$ cat config.mk
export PLATFORM = sky130hd
export DESIGN_NAME = led_breath_blink_pwm_controller_top
export DESIGN_NICKNAME = d
export VERILOG_FILES = /design/src/sv/lbb_pkg.sv /design/src/sv/lbb_blink.sv /design/src/sv/led_breath_blink_pwm_controller_top.sv
export SDC_FILE = /design/constraint.sdc
export NUM_CORES = 1
export LEC_CHECK = 0
export BUFFER_PORTS_ARGS = -buffer_cell sky130_fd_sc_hd__buf_2
export CAP_MARGIN = 20
export CORE_MARGIN = 2
export CORE_UTILIZATION = 59
export CTS_CLUSTER_SIZE = 10
export DETAILED_ROUTE_END_ITERATION = 10
export HOLD_SLACK_MARGIN = 0.12
export PLACE_DENSITY = 0.81
export SLEW_MARGIN = 20
export SYNTH_ARGS = -nofsm -noshare
export SYNTH_HDL_FRONTEND = slang
export SYNTH_HIERARCHICAL = 1
export SYNTH_SLANG_ARGS = --single-unit
$ cat constraint.sdc
create_clock -name clk -period 6.6 [get_ports clk]
set_input_delay 1.32 -clock clk [delete_from_list [all_inputs] [get_ports clk]]
set_output_delay 1.32 -clock clk [all_outputs]
set_load 0.02 [all_outputs]
$ cat src/sv/lbb_pkg.sv
package lbb_pkg;

	localparam int unsigned DUTY_W = 15;
	localparam int unsigned MODE_W = 8;
	localparam int unsigned CNT_W  = 3;

	localparam logic [DUTY_W-1:0] PERIOD_TOP_RST = 15'd20000;
	localparam logic [DUTY_W-1:0] DUTY_STEP_RST  = 15'd1000;

	// Register word indexes on the configuration port
	localparam logic REG_PERIOD_TOP = 1'b0;
	localparam logic REG_DUTY_STEP  = 1'b1;

	// Request kinds
	localparam logic REQ_TICK = 1'b0;
	localparam logic REQ_SET  = 1'b1;

	// Mode codes
	localparam logic [MODE_W-1:0] MODE_OFF          = 8'h00;
	localparam logic [MODE_W-1:0] MODE_BREATH_BLUE  = 8'h0D;
	localparam logic [MODE_W-1:0] MODE_BREATH_RED   = 8'hD0;
	localparam logic [MODE_W-1:0] MODE_BREATH_ALT   = 8'hDD;
	localparam logic [MODE_W-1:0] MODE_SOLID_BLUE   = 8'h01;
	localparam logic [MODE_W-1:0] MODE_SOLID_RED    = 8'h10;
	localparam logic [MODE_W-1:0] MODE_SOLID_BOTH   = 8'h11;
	localparam logic [MODE_W-1:0] MODE_BLINK_BLUE   = 8'h0C;
	localparam logic [MODE_W-1:0] MODE_BLINK_RED    = 8'hC0;
	localparam logic [MODE_W-1:0] MODE_BLINK_BOTH   = 8'hCC;

	// Alternating breath swaps colour once this many turns are done
	localparam logic [MODE_W-1:0] ALT_TURNS = 8'd3;
	// Blink burst: off ticks after the on tick minus one, and burst length
	localparam logic [CNT_W-1:0]  BLINK_OFF_LAST = 3'd3;
	localparam logic [CNT_W-1:0]  BLINK_CYCLES   = 3'd4;

	typedef struct packed {
		logic stop;   // burst finished: stop the PWM
		logic lit;    // on tick of the burst
	} blink_status_t;

endpackage

$ cat src/sv/lbb_blink.sv
module lbb_blink
	import lbb_pkg::*;
(
	input  logic          clk,
	input  logic          arst_n,
	input  logic          step,
	output blink_status_t status
);

	logic             on_done_q;
	logic [CNT_W-1:0] off_q;
	logic [CNT_W-1:0] cycle_q;

	logic             on_done_n;
	logic [CNT_W-1:0] off_n;
	logic [CNT_W-1:0] cycle_n;

	always_comb begin
		status    = '0;
		on_done_n = on_done_q;
		off_n     = off_q;
		cycle_n   = cycle_q;
		priority if (cycle_q >= BLINK_CYCLES) begin
			status.stop = 1'b1;
			cycle_n     = '0;
		end else if (!on_done_q) begin
			status.lit = 1'b1;
			on_done_n  = 1'b1;
			off_n      = '0;
		end else if (off_q >= BLINK_OFF_LAST) begin
			off_n     = '0;
			on_done_n = 1'b0;
			cycle_n   = cycle_q + CNT_W'(1);
		end else begin
			off_n = off_q + CNT_W'(1);
		end
	end

	always_ff @(posedge clk or negedge arst_n) begin
		if (!arst_n) begin
			on_done_q <= 1'b0;
			off_q     <= '0;
			cycle_q   <= '0;
		end else if (step) begin
			on_done_q <= on_done_n;
			off_q     <= off_n;
			cycle_q   <= cycle_n;
		end
	end

endmodule

$ cat src/sv/led_breath_blink_pwm_controller_top.sv
// Latency: a result is offered in the cycle after its request is accepted.
// Throughput: one request per cycle while results are taken; the state update is a
// single pass of logic from the held state to the result register, which also acts
// as the output stage, so a new request is taken only when it is empty or draining.
// Reset (arst_n low, asynchronous): levels dark at 20000, mode off, all
// breath and blink counters cleared, registers back to 20000 and 1000.
module led_breath_blink_pwm_controller_top
	import lbb_pkg::*;
(
	input  logic              clk,
	input  logic              arst_n,
	// request channel
	input  logic              in_valid,
	output logic              in_ready,
	input  logic              req_type,
	input  logic [MODE_W-1:0] new_mode,
	// result channel
	output logic              out_valid,
	input  logic              out_ready,
	output logic [DUTY_W-1:0] blue_duty,
	output logic [DUTY_W-1:0] red_duty,
	output logic              pwm_running,
	output logic [MODE_W-1:0] mode_now,
	// configuration port
	input  logic              psel,
	input  logic              penable,
	input  logic              pwrite,
	input  logic [2:0]        paddr,
	input  logic [31:0]       pwdata,
	output logic [31:0]       prdata,
	output logic              pready
);

	// Configuration registers
	logic [DUTY_W-1:0] period_q;
	logic [DUTY_W-1:0] step_q;

	// Controller state
	logic [DUTY_W-1:0] blue_q;
	logic [DUTY_W-1:0] red_q;
	logic [MODE_W-1:0] mode_q;
	logic              down_q;
	logic [MODE_W-1:0] turn_q;
	logic              red_sel_q;
	logic              running_q;

	// Result register
	logic              out_valid_q;
	logic [DUTY_W-1:0] blue_duty_q;
	logic [DUTY_W-1:0] red_duty_q;
	logic              running_out_q;
	logic [MODE_W-1:0] mode_out_q;

	logic accept;
	logic tick;

	// Next-state values
	logic [DUTY_W-1:0] blue_n;
	logic [DUTY_W-1:0] red_n;
	logic [MODE_W-1:0] mode_n;
	logic              down_n;
	logic [MODE_W-1:0] turn_n;
	logic              red_sel_n;
	logic              running_n;

	// Breath ramp datapath
	logic              use_red;
	logic              ramp_dir;
	logic [MODE_W-1:0] ramp_turn;
	logic [DUTY_W-1:0] ramp_in;
	logic [DUTY_W-1:0] ramp_out;
	logic [DUTY_W:0]   ramp_sum;
	logic              ramp_turned;

	// Blink engines, one per blink mode
	logic          step_blue;
	logic          step_red;
	logic          step_both;
	blink_status_t st_blue;
	blink_status_t st_red;
	blink_status_t st_both;

	// ------------------------------------------------------------------
	// Configuration port: word address in paddr[2], writes in access phase
	// ------------------------------------------------------------------
	assign pready = 1'b1;

	always_ff @(posedge clk or negedge arst_n) begin
		if (!arst_n) begin
			period_q <= PERIOD_TOP_RST;
			step_q   <= DUTY_STEP_RST;
		end else if (psel && penable && pwrite) begin
			unique case (paddr[2])
				REG_PERIOD_TOP: period_q <= pwdata[DUTY_W-1:0];
				REG_DUTY_STEP:  step_q   <= pwdata[DUTY_W-1:0];
				default:        ;
			endcase
		end
	end

	always_comb begin
		unique case (paddr[2])
			REG_PERIOD_TOP: prdata = {{(32-DUTY_W){1'b0}}, period_q};
			REG_DUTY_STEP:  prdata = {{(32-DUTY_W){1'b0}}, step_q};
			default:        prdata = '0;
		endcase
	end

	// ------------------------------------------------------------------
	// Handshake: the result register is the output stage; take a new
	// request whenever it is empty or being drained this cycle
	// ------------------------------------------------------------------
	assign in_ready = !out_valid_q || out_ready;
	assign accept   = in_valid && in_ready;
	assign tick     = accept && (req_type == REQ_TICK);

	assign step_blue = tick && (mode_q == MODE_BLINK_BLUE);
	assign step_red  = tick && (mode_q == MODE_BLINK_RED);
	assign step_both = tick && (mode_q == MODE_BLINK_BOTH);

	lbb_blink u_blink_blue (
		.clk    (clk),
		.arst_n (arst_n),
		.step   (step_blue),
		.status (st_blue)
	);

	lbb_blink u_blink_red (
		.clk    (clk),
		.arst_n (arst_n),
		.step   (step_red),
		.status (st_red)
	);

	lbb_blink u_blink_both (
		.clk    (clk),
		.arst_n (arst_n),
		.step   (step_both),
		.status (st_both)
	);

	// ------------------------------------------------------------------
	// Breath ramp. Alternating breath first swaps colour after three
	// turns, which also forces the ramp downwards; the ramp then works on
	// the selected channel with the possibly updated direction.
	// ------------------------------------------------------------------
	always_comb begin
		red_sel_n = red_sel_q;
		ramp_dir  = down_q;
		ramp_turn = turn_q;
		unique case (mode_q)
			MODE_BREATH_BLUE: use_red = 1'b0;
			MODE_BREATH_RED:  use_red = 1'b1;
			default: begin
				if (turn_q >= ALT_TURNS) begin
					red_sel_n = !red_sel_q;
					ramp_turn = '0;
					ramp_dir  = 1'b1;
				end
				use_red = red_sel_n;
			end
		endcase

		ramp_in     = use_red ? red_q : blue_q;
		ramp_sum    = {1'b0, ramp_in} + {1'b0, step_q};
		ramp_turned = 1'b0;
		if (ramp_dir) begin
			if (ramp_in >= step_q) begin
				ramp_out = ramp_in - step_q;
			end else begin
				// hit full brightness: turn upwards
				ramp_out    = '0;
				ramp_turned = 1'b1;
			end
		end else begin
			if (ramp_sum >= {1'b0, period_q}) begin
				// reached dark (or beyond): saturate and turn downwards
				ramp_out    = period_q;
				ramp_turned = 1'b1;
			end else begin
				ramp_out = ramp_sum[DUTY_W-1:0];
			end
		end
	end

	// ------------------------------------------------------------------
	// Next state for one accepted request
	// ------------------------------------------------------------------
	always_comb begin
		blue_n    = blue_q;
		red_n     = red_q;
		mode_n    = mode_q;
		down_n    = down_q;
		turn_n    = turn_q;
		running_n = running_q;

		if (req_type == REQ_SET) begin
			// any set request darkens both channels; nonzero starts playback
			mode_n    = new_mode;
			blue_n    = period_q;
			red_n     = period_q;
			running_n = (new_mode != MODE_OFF);
		end else begin
			unique case (mode_q)
				MODE_OFF: begin
					blue_n    = period_q;
					red_n     = period_q;
					running_n = 1'b0;
				end
				MODE_BREATH_BLUE, MODE_BREATH_RED, MODE_BREATH_ALT: begin
					down_n = ramp_turned ? !ramp_dir : ramp_dir;
					turn_n = ramp_turned ? ramp_turn + MODE_W'(1) : ramp_turn;
					if (use_red) begin
						red_n  = ramp_out;
						blue_n = period_q;
					end else begin
						blue_n = ramp_out;
						red_n  = period_q;
					end
				end
				MODE_SOLID_BLUE: begin
					blue_n = '0;
					red_n  = period_q;
				end
				MODE_SOLID_RED: begin
					blue_n = period_q;
					red_n  = '0;
				end
				MODE_SOLID_BOTH: begin
					blue_n = '0;
					red_n  = '0;
				end
				MODE_BLINK_BLUE: begin
					blue_n = st_blue.lit ? '0 : period_q;
					red_n  = period_q;
					if (st_blue.stop) begin
						mode_n    = MODE_OFF;
						running_n = 1'b0;
					end
				end
				MODE_BLINK_RED: begin
					blue_n = period_q;
					red_n  = st_red.lit ? '0 : period_q;
					if (st_red.stop) begin
						mode_n    = MODE_OFF;
						running_n = 1'b0;
					end
				end
				MODE_BLINK_BOTH: begin
					blue_n = st_both.lit ? '0 : period_q;
					red_n  = st_both.lit ? '0 : period_q;
					if (st_both.stop) begin
						mode_n    = MODE_OFF;
						running_n = 1'b0;
					end
				end
				default: ; // unknown code: hold everything
			endcase
		end
	end

	// ------------------------------------------------------------------
	// State registers: advance on every accepted request
	// ------------------------------------------------------------------
	always_ff @(posedge clk or negedge arst_n) begin
		if (!arst_n) begin
			blue_q    <= PERIOD_TOP_RST;
			red_q     <= PERIOD_TOP_RST;
			mode_q    <= MODE_OFF;
			down_q    <= 1'b0;
			turn_q    <= '0;
			red_sel_q <= 1'b0;
			running_q <= 1'b0;
		end else if (accept) begin
			blue_q    <= blue_n;
			red_q     <= red_n;
			mode_q    <= mode_n;
			running_q <= running_n;
			// breath state moves only on breath ticks
			if (tick) begin
				down_q    <= down_n;
				turn_q    <= turn_n;
				if (mode_q == MODE_BREATH_ALT) begin
					red_sel_q <= red_sel_n;
				end
			end
		end
	end

	// ------------------------------------------------------------------
	// Result register: load on accept, drop when taken
	// ------------------------------------------------------------------
	always_ff @(posedge clk or negedge arst_n) begin
		if (!arst_n) begin
			out_valid_q <= 1'b0;
		end else if (accept) begin
			out_valid_q <= 1'b1;
		end else if (out_ready) begin
			out_valid_q <= 1'b0;
		end
	end

	always_ff @(posedge clk) begin
		if (accept) begin
			blue_duty_q   <= blue_n;
			red_duty_q    <= red_n;
			running_out_q <= running_n;
			mode_out_q    <= mode_n;
		end
	end

	assign out_valid   = out_valid_q;
	assign blue_duty   = blue_duty_q;
	assign red_duty    = red_duty_q;
	assign pwm_running = running_out_q;
	assign mode_now    = mode_out_q;

	// ------------------------------------------------------------------
	// Assertions
	// ------------------------------------------------------------------
	// playback runs exactly while a nonzero mode is held
	a_running_mode: assert property (@(posedge clk) disable iff (!arst_n)
		running_q == (mode_q != MODE_OFF))
		else $error("running flag disagrees with mode");

	// a set request takes its mode code in the next cycle
	a_set_mode: assert property (@(posedge clk) disable iff (!arst_n)
		(accept && req_type == REQ_SET) |=> (mode_q == $past(new_mode)))
		else $error("set request did not load mode");

	// an empty result stage never stalls the request side
	a_ready_empty: assert property (@(posedge clk) disable iff (!arst_n)
		!out_valid_q |-> in_ready)
		else $error("request stalled with empty result stage");

endmodule

==> results by group <==
Hold path
  – Hold Crit Class: register to register

Logic synthesis
  – Top_reg_cell synth: dfrtp_1
  – Yosys top cell area share: 20.4%
  – Netlist cell types: 85
  – FFs w/ async S/R, synth: 72.1%
  – Mapped Area: 9790 um2
  – Register area share after synthesis: 38.0%
  – Synth area leader: dfrtp_1
  – Gate Count Post-Synth: 1,050
  – Synthesized flop and latch total: 140
  – Post-synth EDFFs: 39
  – Synth top area cells: dfrtp_1 (20%), edfxtp_1 (12%), ha_1 (7.5%)
  – Synth Area per Inst: 9.32 um2
  – Yosys warns: 6

Clocking
  – CTS Root Cell: clkbuf_16
  – Clock latency on the worst-skew pair: 430 ps
  – Clock Tree Buf Depth: 2
  – Num CTS Buffers: 17
  – Clk sink count: 140
  – Clock-pin slew on the worst setup and hold paths: 60 ps
  – CTS tree: built
  – Hold_buf cts: 0
  – CTS H-tree lvls: 4

Floorplan
  – Core area: 16,400 um2
  – Die height: 133 um
  – Die area: 17,600 um2
  – Die span in x: 133 um
  – # IOs: 125
  – Initial core utilization: 59.7%
  – # rows: 47

Layout
  – # nets final: 1,236
  – Number of non-filler instances in the completed layout: 1,357
  – Multi-input gate area: 5550 um2
  – Fill count: 1,293
  – Area Growth Syn to Fin: 12.7%
  – FF/Latch Area: 3720 um2
  – Cell area after layout: 11,000 um2
  – Layout cells sized above 1: 23.0%
  – Antenna Cells: 0

Critical path
  – CP max FO: 18
  – WS Path Type: register to register
  – Critical Path Start Type: register
  – CP Capture Type: register
  – Worst EP required: 6750 ps
  – CP Data Arrival Time: 6440 ps

Routing
  – Final antenna-violating net count: 0
  – Routed WL: 27,200 um
  – Routed vias: 8,804
  – Drt pass-1 iters: 6
  – Drt wl/cell: 20.0 um
  – Vias per cell: 6.49
  – Iteration-0 DRC Markers: 1,201
  – DRC: 0

Pwr
  – Sw Share: 43.7%
  – PD cells: 426 nW/um2
  – Clock share of power: 20.9%
  – Logic pwr share: 52.3%
  – Switch Pwr: 2.06 mW
  – Final Power: 4.71 mW
  – Sequential power share: 26.8%
  – VDD IR max: 0.000257 V
  – Leak: 4.76 nW
  – P_int: 2.65 mW

Timing
  – # setup viols final: 0
  – Hold_ws: 489 ps
  – Max_slew headroom: 31.5%
  – Least-Margin Pin Slew: 1030 ps
  – Fin crit share: 95.4%
  – Minimum clock period: 6300 ps
  – Fmax: 159 MHz
  – Max-slew violation count: 0
  – Skew final: 10.4 ps
  – Hold Fails Final Rpt: 0

Placed design
  – Final GP Congestion: 1.03
  – I/O Buffers: 87
  – Dpl cells: 1,324
  – Placed instance area: 10,400 um2
  – Post-DP HPWL: 19,600 um

Run status
  – Status: finished, final reports clean

Global routing
  – Total Routing Usage GR: 31.2%
  – First-pass GRT wire length: 43,500 um
  – Vias in the first global route: 8,295
  – Global route overflow: 0
  – Largest net degree at the start of global routing: 63
  – Initial antenna violation count: 0

Run
  – MaxCap Viol Count: 0
cell type report:
| cell class | count | area share (%) |
|---|---|---|
| clock buffer | 23 | 4.43 |
| clock inverter | 9 | 0.998 |
| inverter | 68 | 2.31 |
| multi-input combinational | 786 | 50.3 |
| sequential | 140 | 33.7 |
| tap | 220 | 2.49 |
| timing repair buffer | 111 | 5.71 |
final timing paths:
| kind | from | cells after the start | slack, ps | end |
|---|---|---|---|---|
| min in group asynchronous | arst_n | 1 | 910 | mode_q[3] |
| worst max-delay path | mode_q[7] | 26 | 300 | red_duty[4] |
| worst max register to register | mode_q[7] | 26 | 300 | red_duty[4] |
| worst min register to register | running_q | 2 | 490 | running_q |
| worst min-delay path | running_q | 2 | 490 | running_q |
| max in group asynchronous | arst_n | 2 | 4580 | step_q[13] |
logic make-up after synthesis:
group / after synthesis / share of synthesized area (%)
compound gates: 325 / 23.6
simple gates: 299 / 15.2
flops: 140 / 38.0
fa+ha+maj: 61 / 7.95
buf+inv: 140 / 6.35
xor+xnor: 27 / 2.42
mux: 56 / 6.43
other cells: 2 / 0.0767
metrics by stage:
step	util, %	TNS (ps)	worst slack [ps]
6_report	67.3	0	305
2_1_floorplan	-	0	674
5_1_grt	67.3	-11.8	-11.8
3_3_place_gp	63.3	0	282
3_5_place_dp	63.3	0	189
4_1_cts	66.9	0	156
metal layers:
metal / share of wire [%] / global-route usage [%]
met2: 46 / 47.7
met5: 0 / 0
met1: 40 / 42.3
met4: 3.4 / 12.8
met3: 11 / 8.01
cells in the mapped netlist (10+ instances only):
cell type,count
nor2_1,69
a21oi_1,65
inv_1,66
o211ai_1,18
buf_4,19
nand2_1,110
ha_1,59
xnor2_1,16
buf_2,14
nand3_1,19
a221oi_1,10
clkbuf_1,38
nor4_1,14
dfstp_2,21
a22o_1,10
o221a_2,12
a21o_1,13
o22ai_1,11
edfxtp_1,39
o21ai_0,63
nor3_1,14
mux2_2,55
dfrtp_1,80
xor2_1,11
nand2b_1,18
o31ai_1,14
sequential cells by signal (all words and copies together) (netlist names), 3 cells and up:
signal	cells
period_q	15
u_blink_both/cycle_q	3
u_blink_blue/off_q	3
red_duty	15
mode_q	8
red_q	15
blue_q	15
u_blink_blue/cycle_q	3
step_q	15
blue_duty	15
u_blink_red/off_q	3
mode_now	8
u_blink_both/off_q	3
u_blink_red/cycle_q	3
turn_q	8
worst max-delay path, cell delays in order, from the launching register on:
cell and delay (ps):
dfrtp_1 390, or4_4 590, nor2_4 190, o31ai_4 100, buf_12 170, mux2_2 300
ha_1 170, inv_1 50, fa_1 410, o21bai_1 230, o211ai_1 160, a311oi_1 250
buf_4 170, o21bai_1 70, mux2i_1 180, or2_2 300, ha_1 180, a21o_1 180
a211oi_1 260, o21ai_1 160, nor4_4 270, buf_4 190, nand2_1 140, nand2_1 170
o21ai_0 180, a221oi_1 380, o31ai_1 150
cells in the final DEF, fill, tap and decap left out, types with 14 or more instances in the layout:
master,Yosys,routed
nand2_1,110,110
buf_2,14,86
dfrtp_1,80,80
nor2_1,69,67
inv_1,66,66
a21oi_1,65,64
o21ai_0,63,62
ha_1,59,58
mux2_2,55,55
edfxtp_1,39,39
buf_4,19,24
dfstp_2,21,21
nand3_1,19,19
o211ai_1,18,18
nand2b_1,18,18
conb_1,2,18
clkbuf_16,0,18
xnor2_1,16,16
nor3_1,14,14
o31ai_1,14,14
power groups by stage:
stage                     clock network, mW  logic (mW)  registers (mW)
after floorplan                           0        1.69            1.23
after global placement                    0        2.28            1.25
after detailed placement                  0        2.32            1.26
after CTS                             0.992        2.34            1.25
after global routing                   1.03        2.66            1.28
final                                 0.984        2.46            1.26
timing repair:
| action | 4_1_cts | 5_1_grt |
|---|---|---|
| gates resized for setup | 0 | 13 |
| setup endpoints to repair | 0 | 59 |
| buffers inserted | 0 | 1 |
Power figures use the tool's default switching activity.
